==> src/hdl/ppm_pkg.sv <==
// ----------------------------------------------------------------------------
// PPM decoder package
// Opcodes, register indexes, sequencer states and fixed widths shared by the
// frame decoder and its divider.
// ----------------------------------------------------------------------------
package ppm_pkg;

  typedef enum logic [1:0] {
    OP_EDGE   = 2'd0,
    OP_SCALED = 2'd1,
    OP_RAW    = 2'd2,
    OP_NONE   = 2'd3
  } opcode_t;

  typedef enum logic [2:0] {
    ST_IDLE,
    ST_RESULT,
    ST_MUL,
    ST_DIVGO,
    ST_DIVWAIT
  } seq_state_t;

  // Configuration register indexes.
  localparam logic [2:0] REG_SYNC_GAP  = 3'd0;
  localparam logic [2:0] REG_CAL_FIRST = 3'd1;
  localparam logic [2:0] REG_CAL_LAST  = 3'd6;

  localparam int CFG_IDX_W = 3;
  localparam int CFG_W     = 32;
  localparam int CAL_REGS  = 6;
  localparam int CAL_IW    = 3;
  localparam int CH_NUM_W  = 3;
  localparam int SLOT_W    = 3;
  localparam int TIME_W    = 32;
  localparam int WIDTH_W   = 16;
  localparam int VAL_W     = 16;

  localparam logic [15:0] SYNC_GAP_RESET = 16'd6000;
  localparam logic [31:0] CAL_RESET      = 32'd131073000;
  localparam int          SCALE_SPAN     = 180;

  // The scaled numerator magnitude is at most 65535 * 180, below 2^24.
  localparam int DVD_W = 24;
  localparam int DSR_W = 16;
  localparam int CNT_W = 5;

  localparam logic signed [VAL_W-1:0] SAT_MAX = 16'sh7FFF;
  localparam logic signed [VAL_W-1:0] SAT_MIN = 16'sh8000;

endpackage

==> src/hdl/ppm_frame_decoder_with_channel_scaling.sv <==
// ----------------------------------------------------------------------------
// PPM frame decoder with channel scaling
// Measures edge intervals into slot widths and rescales all channels with a
// shared multiply stage and a serial divider when a scaled read finds a frame.
// ----------------------------------------------------------------------------
//  Channel  | Handshake                  | Payload
//  ---------+----------------------------+-----------------------------------
//  input    | in_valid / in_stall        | opcode, edge_time_us, channel
//  output   | out_valid / out_stall      | value
//  config   | cfg_write                  | cfg_index, cfg_data
//
// An edge item is taken in the idle state. A raw read, or a scaled read with
// no new frame, passes the result state plus any wait on the output register.
// A scaled read of a new frame rescales every channel first: per channel a
// multiply, a divider start, 24 divider steps and a store, or a store alone
// for a channel with equal bounds. The divider is the limit.
// Input stalls while any item is at work.
// Reset is synchronous; no clearing pass is needed.
// ----------------------------------------------------------------------------
module ppm_frame_decoder_with_channel_scaling #(
  parameter int NUM_CHANNELS = 6
) (
  input  logic                              clk,
  input  logic                              rst,
  input  logic                              in_valid,
  output logic                              in_stall,
  input  logic [1:0]                        opcode,
  input  logic [ppm_pkg::TIME_W-1:0]        edge_time_us,
  input  logic [ppm_pkg::CH_NUM_W-1:0]      channel,
  output logic                              out_valid,
  input  logic                              out_stall,
  output logic signed [ppm_pkg::VAL_W-1:0]  value,
  input  logic                              cfg_write,
  input  logic [ppm_pkg::CFG_IDX_W-1:0]     cfg_index,
  input  logic [ppm_pkg::CFG_W-1:0]         cfg_data
);
  import ppm_pkg::*;

  localparam int CH_W = (NUM_CHANNELS > 1) ? $clog2(NUM_CHANNELS) : 1;

  seq_state_t state, state_next;

  logic [WIDTH_W-1:0]      sync_gap;
  logic [CFG_W-1:0]        cal [CAL_REGS];

  logic [TIME_W-1:0]       last_edge_time;
  logic [SLOT_W-1:0]       slot_count;
  logic [WIDTH_W-1:0]      raw_width [NUM_CHANNELS];
  logic signed [VAL_W-1:0] scaled_value [NUM_CHANNELS];
  logic                    frame_ready;

  opcode_t                 op_reg;
  logic [CH_NUM_W-1:0]     ch_reg;
  logic [CH_W-1:0]         idx;
  logic                    neg;
  logic [DVD_W-1:0]        num_mag;
  logic [DSR_W-1:0]        den_mag;

  logic                    in_accept;
  logic                    out_free;
  logic                    div_start;
  logic                    div_done;
  logic [DVD_W-1:0]        div_quo;

  logic [TIME_W-1:0]       interval;
  logic                    ch_ok;
  logic [CH_W-1:0]         rd_idx;
  logic [WIDTH_W-1:0]      raw_rd;
  logic [CFG_W-1:0]        cal_rd;
  logic [WIDTH_W-1:0]      lo, hi;
  logic signed [WIDTH_W:0] diff, den;
  logic signed [25:0]      prod;
  logic [DVD_W-1:0]        prod_mag;
  logic [DSR_W-1:0]        den_abs;
  logic                    last_ch;
  logic signed [VAL_W-1:0] sat_val;
  logic signed [VAL_W-1:0] result;

  assign in_accept = in_valid && !in_stall;
  assign out_free  = !out_valid || !out_stall;
  assign interval  = edge_time_us - last_edge_time;
  assign ch_ok     = (ch_reg != '0) && (ch_reg <= CH_NUM_W'(NUM_CHANNELS));
  assign last_ch   = (idx == CH_W'(NUM_CHANNELS - 1));

  // One read port per array: the rescale walk or the requested channel (cal follows the walk only).
  always_comb begin
    rd_idx = (state == ST_RESULT) ? CH_W'(ch_reg - 1'b1) : idx;
    raw_rd = raw_width[rd_idx];
    cal_rd = cal[CAL_IW'(idx)];
    lo     = cal_rd[15:0];
    hi     = cal_rd[31:16];
    diff   = $signed({1'b0, raw_rd}) - $signed({1'b0, lo});
    den    = $signed({1'b0, hi}) - $signed({1'b0, lo});
    prod   = diff * $signed(9'(SCALE_SPAN));
    prod_mag = prod[25] ? DVD_W'(-prod) : prod[DVD_W-1:0];
    den_abs  = den[WIDTH_W] ? DSR_W'(-den) : den[DSR_W-1:0];
  end

  // Truncating division of magnitudes, then the sign and saturation.
  always_comb begin
    if (!neg) begin
      sat_val = (div_quo > DVD_W'(32767)) ? SAT_MAX : $signed(div_quo[VAL_W-1:0]);
    end else begin
      sat_val = (div_quo > DVD_W'(32768)) ? SAT_MIN : -$signed(div_quo[VAL_W-1:0]);
    end
  end

  always_comb begin
    result = '0;
    if (ch_ok) begin
      if (op_reg == OP_RAW) begin
        result = raw_rd[WIDTH_W-1] ? SAT_MAX : $signed(raw_rd);
      end else begin
        result = scaled_value[rd_idx];
      end
    end
  end

  always_ff @(posedge clk) begin
    if (rst) begin
      state <= ST_IDLE;
    end else begin
      state <= state_next;
    end
  end

  always_comb begin
    state_next = state;
    in_stall   = 1'b1;
    div_start  = 1'b0;
    case (state)
      ST_IDLE: begin
        in_stall = 1'b0;
        if (in_valid) begin
          if (opcode == OP_RAW) begin
            state_next = ST_RESULT;
          end else if (opcode == OP_SCALED) begin
            state_next = frame_ready ? ST_MUL : ST_RESULT;
          end
        end
      end
      ST_MUL: begin
        if (den_abs == '0) begin
          state_next = last_ch ? ST_RESULT : ST_MUL;
        end else begin
          state_next = ST_DIVGO;
        end
      end
      ST_DIVGO: begin
        div_start  = 1'b1;
        state_next = ST_DIVWAIT;
      end
      ST_DIVWAIT: begin
        if (div_done) begin
          state_next = last_ch ? ST_RESULT : ST_MUL;
        end
      end
      ST_RESULT: begin
        if (out_free) begin
          state_next = ST_IDLE;
        end
      end
      default: begin
        state_next = ST_IDLE;
      end
    endcase
  end

  // Control state: configuration, frame tracking, slot and scaled values and the output flag.
  always_ff @(posedge clk) begin
    if (rst) begin
      sync_gap       <= SYNC_GAP_RESET;
      for (int i = 0; i < CAL_REGS; i++) begin
        cal[i] <= CAL_RESET;
      end
      last_edge_time <= '0;
      slot_count     <= '0;
      frame_ready    <= 1'b0;
      out_valid      <= 1'b0;
      idx            <= '0;
      for (int i = 0; i < NUM_CHANNELS; i++) begin
        raw_width[i]    <= '0;
        scaled_value[i] <= '0;
      end
    end else begin
      if (cfg_write) begin
        if (cfg_index == REG_SYNC_GAP) begin
          sync_gap <= cfg_data[WIDTH_W-1:0];
        end else if (cfg_index >= REG_CAL_FIRST && cfg_index <= REG_CAL_LAST) begin
          cal[CAL_IW'(cfg_index - REG_CAL_FIRST)] <= cfg_data;
        end
      end

      if (in_accept && opcode == OP_EDGE) begin
        last_edge_time <= edge_time_us;
        if (interval > TIME_W'(sync_gap)) begin
          slot_count <= '0;
        end else if (slot_count < SLOT_W'(NUM_CHANNELS)) begin
          raw_width[slot_count[CH_W-1:0]] <= interval[WIDTH_W-1:0];
          slot_count <= slot_count + 1'b1;
          if (slot_count == SLOT_W'(NUM_CHANNELS - 1)) begin
            frame_ready <= 1'b1;
          end
        end
      end

      if (in_accept) begin
        idx <= '0;
      end

      // A channel with equal bounds scales to zero without the divider.
      if (state == ST_MUL && den_abs == '0) begin
        scaled_value[idx] <= '0;
        idx <= idx + 1'b1;
        if (last_ch) begin
          frame_ready <= 1'b0;
        end
      end

      if (state == ST_DIVWAIT && div_done) begin
        scaled_value[idx] <= sat_val;
        idx <= idx + 1'b1;
        if (last_ch) begin
          frame_ready <= 1'b0;
        end
      end

      if (state == ST_RESULT && out_free) begin
        out_valid <= 1'b1;
      end else if (!out_stall) begin
        out_valid <= 1'b0;
      end
    end
  end

  // Payload registers.
  always_ff @(posedge clk) begin
    if (in_accept) begin
      op_reg <= opcode_t'(opcode);
      ch_reg <= channel;
    end
    if (state == ST_MUL) begin
      num_mag <= prod_mag;
      den_mag <= den_abs;
      neg     <= prod[25] ^ den[WIDTH_W];
    end
    if (state == ST_RESULT && out_free) begin
      value <= result;
    end
  end

  ppm_div u_div (
    .clk      (clk),
    .rst      (rst),
    .start    (div_start),
    .dividend (num_mag),
    .divisor  (den_mag),
    .done     (div_done),
    .quotient (div_quo)
  );

  assert property (@(posedge clk) disable iff (rst)
    div_done |-> state == ST_DIVWAIT)
    else $error("divider finished outside the wait state");

  assert property (@(posedge clk) disable iff (rst)
    slot_count <= SLOT_W'(NUM_CHANNELS))
    else $error("slot count ran past the channel count");

  assert property (@(posedge clk) disable iff (rst)
    (in_accept && opcode == OP_SCALED && frame_ready) |=> state == ST_MUL)
    else $error("scaled read of a ready frame did not start a rescale");

  assert property (@(posedge clk) disable iff (rst)
    (state == ST_RESULT && $past(state) != ST_RESULT && $past(state) != ST_IDLE)
      |-> !frame_ready)
    else $error("ready mark still set after a rescale");

  assert property (@(posedge clk) disable iff (rst)
    (state == ST_RESULT && out_free) |=> out_valid)
    else $error("finished read did not reach the output register");

endmodule

==> src/hdl/ppm_div.sv <==
// ----------------------------------------------------------------------------
// PPM unsigned divider
// Restoring divider that produces one quotient bit per cycle.
// ----------------------------------------------------------------------------
module ppm_div (
  input  logic                       clk,
  input  logic                       rst,
  input  logic                       start,
  input  logic [ppm_pkg::DVD_W-1:0]  dividend,
  input  logic [ppm_pkg::DSR_W-1:0]  divisor,
  output logic                       done,
  output logic [ppm_pkg::DVD_W-1:0]  quotient
);
  import ppm_pkg::*;

  logic             busy;
  logic [CNT_W-1:0] cnt;
  logic [DSR_W-1:0] rem;
  logic [DVD_W-1:0] quo;
  logic [DSR_W-1:0] dsr;

  logic [DSR_W:0]   shifted;
  logic [DSR_W+1:0] trial;
  logic             ge;

  // The remainder stays below the divisor, so both arms fit DSR_W bits.
  always_comb begin
    shifted = {rem, quo[DVD_W-1]};
    trial   = {1'b0, shifted} - {2'b00, dsr};
    ge      = ~trial[DSR_W+1];
  end

  always_ff @(posedge clk) begin
    if (rst) begin
      busy <= 1'b0;
      done <= 1'b0;
      cnt  <= '0;
    end else begin
      done <= 1'b0;
      if (start) begin
        busy <= 1'b1;
        cnt  <= '0;
      end else if (busy) begin
        cnt <= cnt + 1'b1;
        if (cnt == CNT_W'(DVD_W - 1)) begin
          busy <= 1'b0;
          done <= 1'b1;
        end
      end
    end
  end

  always_ff @(posedge clk) begin
    if (start) begin
      rem <= '0;
      quo <= dividend;
      dsr <= divisor;
    end else if (busy) begin
      rem <= ge ? trial[DSR_W-1:0] : shifted[DSR_W-1:0];
      quo <= {quo[DVD_W-2:0], ge};
    end
  end

  assign quotient = quo;

endmodule
==> config.mk <==
export PLATFORM = sky130hd
export DESIGN_NAME = ppm_frame_decoder_with_channel_scaling
export DESIGN_NICKNAME = d
export VERILOG_FILES = /design/src/hdl/ppm_pkg.sv /design/src/hdl/ppm_frame_decoder_with_channel_scaling.sv /design/src/hdl/ppm_div.sv
export SDC_FILE = /design/constraint.sdc
export NUM_CORES = 1
export LEC_CHECK = 0
export BUFFER_PORTS_ARGS = -buffer_cell sky130_fd_sc_hd__buf_2
export CORE_MARGIN = 2
export CORE_UTILIZATION = 63
export DETAILED_ROUTE_END_ITERATION = 16
export MAX_ROUTING_LAYER = met4
export PLACE_DENSITY_LB_ADDON = 0.25
export SETUP_SLACK_MARGIN = 0.2
export SYNTH_ARGS = -nofsm -noshare
export SYNTH_HDL_FRONTEND = slang
export SYNTH_SLANG_ARGS = --single-unit
==> constraint.sdc <==
create_clock -name clk -period 12 [get_ports clk]
set_input_delay 0.6 -clock clk [delete_from_list [all_inputs] [get_ports clk]]
set_output_delay 0.6 -clock clk [all_outputs]
set_load 0.005 [all_outputs]
---- Yosys cells after proc, flatten, opt, wreduce, memory -nomap -nowiden ----
Memories as Yosys holds them, arrays and structs flattened. A register that Yosys moved wholly into a read port is not among the register bits.
Cells that the tools add are included.
word-level totals
  flip-flop bits (word level) ............. 184
  RAM bits ................................ 384
  bits of input ports ..................... 77
  memories ................................ 3
memory list
  name          depth  bits a word  rd ports  clocked after memory_dff  write ports  RTL line                                      text
  cal           6      32           1         1                         6            ppm_frame_decoder_with_channel_scaling.sv:44  logic [CFG_W-1:0] cal [CAL_REGS];
  raw_width     6      16           1         0                         6            ppm_frame_decoder_with_channel_scaling.sv:48  logic [WIDTH_W-1:0] raw_width [NUM_CHANNELS];
  scaled_value  6      16           1         0                         6            ppm_frame_decoder_with_channel_scaling.sv:49  logic signed [VAL_W-1:0] scaled_value [NUM_CHANNELS];
cells by class
  add/subtract/negate cells ............... 12
  multiply operators ...................... 1
  order comparisons ....................... 7
  equal/unequal tests ..................... 15
  multiplexer cells ....................... 71
  bitwise gates (word level) .............. 4
  reduce and logical (&&, ||, !) cells .... 26
operators by type and width
  cell                     count
  $mux W16                 9
  $mux W24                 3
  $mux W3                  16
  $mux W1                  37
  $sub A16 B16 Y17         2
  $gt A32 B16 Y1           1
  $mux W32                 1
  $neg A16 Y16             2
  $reduce_or A16 Y1        2
  $reduce_or A32 Y1        1
  $sub A32 B32 Y32         1
  $gt A24 B15 Y1 const B   1
  $gt A24 B16 Y1 const B   1
  $mul A17 B7 Y24 const B  1
  $neg A24 Y24             1
  $sub A17 B16 Y18         1
  $logic_not A16 Y1        1
  $mux W15                 1
  $pmux W3 S5              1
  $eq A3 B3 Y1 const B     3
  $logic_and A1 B1 Y1      7
  $add A3 B1 Y3 const B    2
  $eq A3 B2 Y1 const B     2
  $le A3 B3 Y1 const B     2
  other kinds (25)         37

---- Logic depth before layout (Yosys ltp) ----
  depth in word-level cells ............... 11
  gate-level depth with buffers ........... 39

---- Cells and area by module ----
Synthesis repeated with hierarchy kept, for this count alone.
second synthesis, totals
  cells, all modules ...................... 3,158
  area total of the unflattened synthesis .. 37,796.2 µm²
by module, submodules not included
  module                                  times used  cells each  area an instance (µm²)
  ppm_frame_decoder_with_channel_scaling  1           2,847       34,390.5
  ppm_div                                 1           311         3,405.8

---- Worst setup path after synthesis ----
No wires, ideal clock.
  kind .................................... flip-flop to flip-flop
  start ................................... register state[0]
  end ..................................... register num_mag[8], data pin
  setup time .............................. 0.266 ns
  data arrival time ....................... 8.728 ns
  data required time ...................... 11.734 ns
  setup slack ............................. 3.006 ns
  cell stages (with the launch flop) ...... 39
  path buffers ............................ 4
  period minus slack after synthesis ...... 8.994 ns
  path through ............................ dfxtp_1 -> inv_1 -> or3_1 -> clkbuf_1 -> a21oi_1 -> clkbuf_1 -> buf_1 -> mux4_2 -> mux2i_1 -> ha_1 -> inv_1 -> fa_1 -> a21oi_1 -> nor2b_1 -> o21ai_0 -> a21oi_1 -> a21oi_1 -> o21bai_1 -> [... 3 more ...] -> ha_1 -> fa_1 -> inv_1 -> fa_1 -> inv_1 -> ha_1 -> a21o_1 -> a21o_1 -> nand2_1 -> o2111ai_1 -> a41oi_1 -> o21a_1 -> a21oi_1 -> o21ai_0 -> xnor2_1 -> clkbuf_1 -> nor2_1 -> xor2_1
on the way
  longest elaborated chain between the ends .. 7
RTL lines
  item                    RTL line                                       text
  start, declared         ppm_frame_decoder_with_channel_scaling.sv:41   seq_state_t state, state_next;
  start signal, assigned  ppm_frame_decoder_with_channel_scaling.sv:123  state <= state_next;
  $eq A3 B1 Y1 (*)        ppm_frame_decoder_with_channel_scaling.sv:87   rd_idx = (state == ST_RESULT) ? CH_W'(ch_reg - 1'b1) : idx;
  $mux W3 (*)             ppm_frame_decoder_with_channel_scaling.sv:87
  $mem_v2 Z6 W16 (*)      -
  $sub A16 B16 Y17 (*)    ppm_frame_decoder_with_channel_scaling.sv:92   diff = $signed({1'b0, raw_rd}) - $signed({1'b0, lo});
  $mul A17 B7 Y24 (*)     ppm_frame_decoder_with_channel_scaling.sv:94   prod = diff * $signed(9'(SCALE_SPAN));
  $neg A24 Y24            ppm_frame_decoder_with_channel_scaling.sv:95   prod_mag = prod[25] ? DVD_W'(-prod) : prod[DVD_W-1:0];
  $mux W24 (*)            ppm_frame_decoder_with_channel_scaling.sv:95
  net prod_mag[8]         ppm_frame_decoder_with_channel_scaling.sv:73   logic [DVD_W-1:0] prod_mag;
  end signal, assigned    ppm_frame_decoder_with_channel_scaling.sv:243  num_mag <= prod_mag;
  end, declared           ppm_frame_decoder_with_channel_scaling.sv:56   logic [DVD_W-1:0] num_mag;
Mark *: on every way through the listed nets, which the timed path passes. The rest lies on a longest branch.
A chain may end at the register's enable or synchronous reset.

---- Worst setup path after layout ----
  start ................................... register state[0]
  end ..................................... register num_mag[19], data pin
The elaborated chain is that of the path after synthesis.

==> results.yml <==
outcome:
  status: "complete, no violations"
final_layout:
  largest_register: "cal"
  drive_above_1_share_pct: 13.5
  multi_input_comb_area_um2: 15600
  largest_reg_flops: 256
  syn_to_final_growth_pct: 10.2
  stdcell_count: 4055
  seqCellArea_um2: 20100
  postLayoutCellArea_um2: 40600
  n_fill_cell: 4010
  top_regs: "cal x256, raw_width x128, scaled_value x128"
  post-route-util_pct: 70.3
  diodes: 0
  fin_nets: 3504
placement:
  port_buffers: 94
  place_congestion: 0.909
  place_ws_ps: 2360
  hpwl_um: 60100
  placed_area_um2: 38200
  dp.cells: 3917
grt:
  grt_start_max_net_pins: 70
  grt_pass1_vias: 25429
  track_usage_pct: 30.8
  grt_pass1_wl_um: 140000
  grt_antenna_before_repair: 0
  grt-ovfl-total: 0
die:
  dieWidth_um: 246
  core_area_um2: 57800
  start_util_pct: 63.8
  core.rowCount: 88
  fp.dieArea_um2: 60500
  die_y_um: 246
  ios: 95
pwr:
  leakagePower_nw: 15.2
  total_power_mw: 8.63
  p_per_area_nw_per_um2: 212
  peakVddDrop_uv: 299
yosys:
  ys_seq_area_share_pct: 54.4
  syn_area_per_cell_um2: 11.8
  synth_area_um2: 36900
  ys_types: 80
  yosysTopAreaCellShare_pct: 49.8
  ys_warn_count: 0
  yosys.area.top_type: "edfxtp_1"
  yosys-top-cells-area: "edfxtp_1, mux4_2, ha_1"
  synth-edff-count: 612
  syn_inst: 3134
  synth-seq-cells: 697
  ys_async_sr_fraction_pct: 0
  synth-main-ff-cell: "edfxtp_1"
sta:
  slew-limit-headroom_pct: 11.9
  clock.fmax_mhz: 102
  finClkSkew_ps: 33.3
  rsz0062_at_grt: "false"
  tns_ps: 0
  tightest_slew_ps: 1310
  worst_slack_ps: 2210
  timing.final.crit_share_pct: 81.6
  slew_violations: 0
  hold_viol: 0
  finalSetupViolCount: 0
  period_minus_slack_ps: 9790
  hold-worst-slack_ps: 144
run:
  drv_cap: 0
setup_path:
  slowest_delay_ps: 880
  cp_common_cell: "a21oi_1"
  cp-start-kind: "register"
  critPathKind: "reg -> reg"
  cp_data_required_time_ps: 12360
  endpoint_kind: "register"
  cp_slowest_cell: "buf_4"
  crit_arrival_ps: 10140
  crit_fanout: 60
detailed_routing:
  dr.pass1.iters: 6
  drt_iter0_drc: 2413
  viasPerCell: 6.25
  route.detailed.drc: 0
  ant_nets: 0
  vias: 25344
  wirelength_um: 88400
  wl_per_cell_um: 21.8
clock_network:
  cts_tree: "built"
  cts_resized: 0
  hold_buffers: 0
  clkLatencyLatePin_ps: 650
  cts_setup_buffers: 0
  cts.htree.levels: 3
  cts_buffers: 74
  clock-sinks: 697
  clk_pin_slew_ps: 60
  cts_buffer_depth: 3
  cts-root-buf: "clkbuf_16"
min_path:
  min_path_type: "in -> reg"
-- per-layer routing --
layer / vias to the layer above / routed length, um / global-route usage, %
met4: 0 / 3440 / 11.9
li1: 11613 / - / -
met3: 226 / 6540 / 4.15
met1: 12401 / 34900 / 39.9
met5: - / 0 / -
met2: 1104 / 43600 / 49.9
-- cells in the mapped netlist (5+ instances only) --
master,instances
a211oi_1,25
nand4_1,12
dfxtp_1,85
o21bai_1,11
o21ai_0,100
o41ai_1,5
nor3_1,61
ha_1,165
buf_1,18
a21oi_1,171
xor2_1,39
a31oi_1,18
clkbuf_1,119
o2111ai_1,7
xnor2_1,71
mux2_2,33
nand2b_1,28
and2_1,33
o21a_1,18
inv_1,238
o31a_1,19
nand3_1,46
nor2_1,347
a21boi_0,6
or2_2,15
and3_1,18
mux2i_1,41
nand2_1,336
nor4_1,51
fa_1,34
or3b_2,5
a2111oi_0,6
o31ai_1,6
a211o_1,8
a31o_2,6
a21o_1,41
nor3b_1,15
edfxtp_1,612
nand3b_1,5
nor2b_1,22
a311oi_1,6
o211ai_1,9
or3_1,35
mux4_2,128
-- worst max-delay path: cells and delay by family, from the launching register on --
kind / cells / cell delay, ps
adder cells (fa/ha/maj): 6 / 2410
AO/OA/AOI/OAI: 12 / 2400
XOR/XNOR: 3 / 1240
AND/OR/NAND/NOR: 5 / 1230
buffers and inverters: 4 / 1090
multiplexers: 2 / 710
flip-flops: 1 / 400
-- cell usage in the layout (no fill, tap or decap), types with 35 or more instances in the layout --
| cell type | instances |
|---|---|
| or3_1 | 35 |
| buf_2 | 93 |
| nor3_1 | 58 |
| ha_1 | 165 |
| a21oi_1 | 169 |
| o21ai_0 | 99 |
| edfxtp_1 | 612 |
| nor4_1 | 50 |
| mux2i_1 | 41 |
| inv_1 | 238 |
| nand2_1 | 336 |
| a21o_1 | 39 |
| mux4_2 | 128 |
| xor2_1 | 39 |
| clkbuf_16 | 75 |
| nand3_1 | 46 |
| dfxtp_1 | 82 |
| nor2_1 | 344 |
| xnor2_1 | 71 |
-- area by class of cell --
class / count / area share [%]
Inverter: 240 / 2.22
Clock inverter: 31 / 0.890
Clock buffer: 107 / 5.04
Timing Repair Buffer: 125 / 1.74
Tap cell: 765 / 2.36
Multi-Input combinational cell: 2090 / 38.3
Sequential cell: 697 / 49.4
-- final timing paths --
check,cells after the start,end,startpoint,slack [ps]
min reg2reg,0,u_div.dsr[10],den_mag[10],400
min,1,ch_reg[1],channel[1],140
max,32,num_mag[19],state[0],2210
max reg2reg,32,num_mag[19],state[0],2210
-- report_power, final --
part           total (mW)  switching (mW)  internal, mW
Clock                2.28           0.967          1.31
Sequential           2.92          0.0342          2.89
Combinational        3.43            1.99          1.44
-- logic make-up after synthesis --
group / share of synthesized area, %
and+or+nand+nor: 13.1
DFF: 54.4
AOI/OAI and AO/OA: 8.64
buffers and inverters: 3.85
muxes: 9.93
adders and majority gates: 7.44
xor gates and xnor gates: 2.61
other: 0.0102
Note: power is estimated with default switching activity, not from simulation.
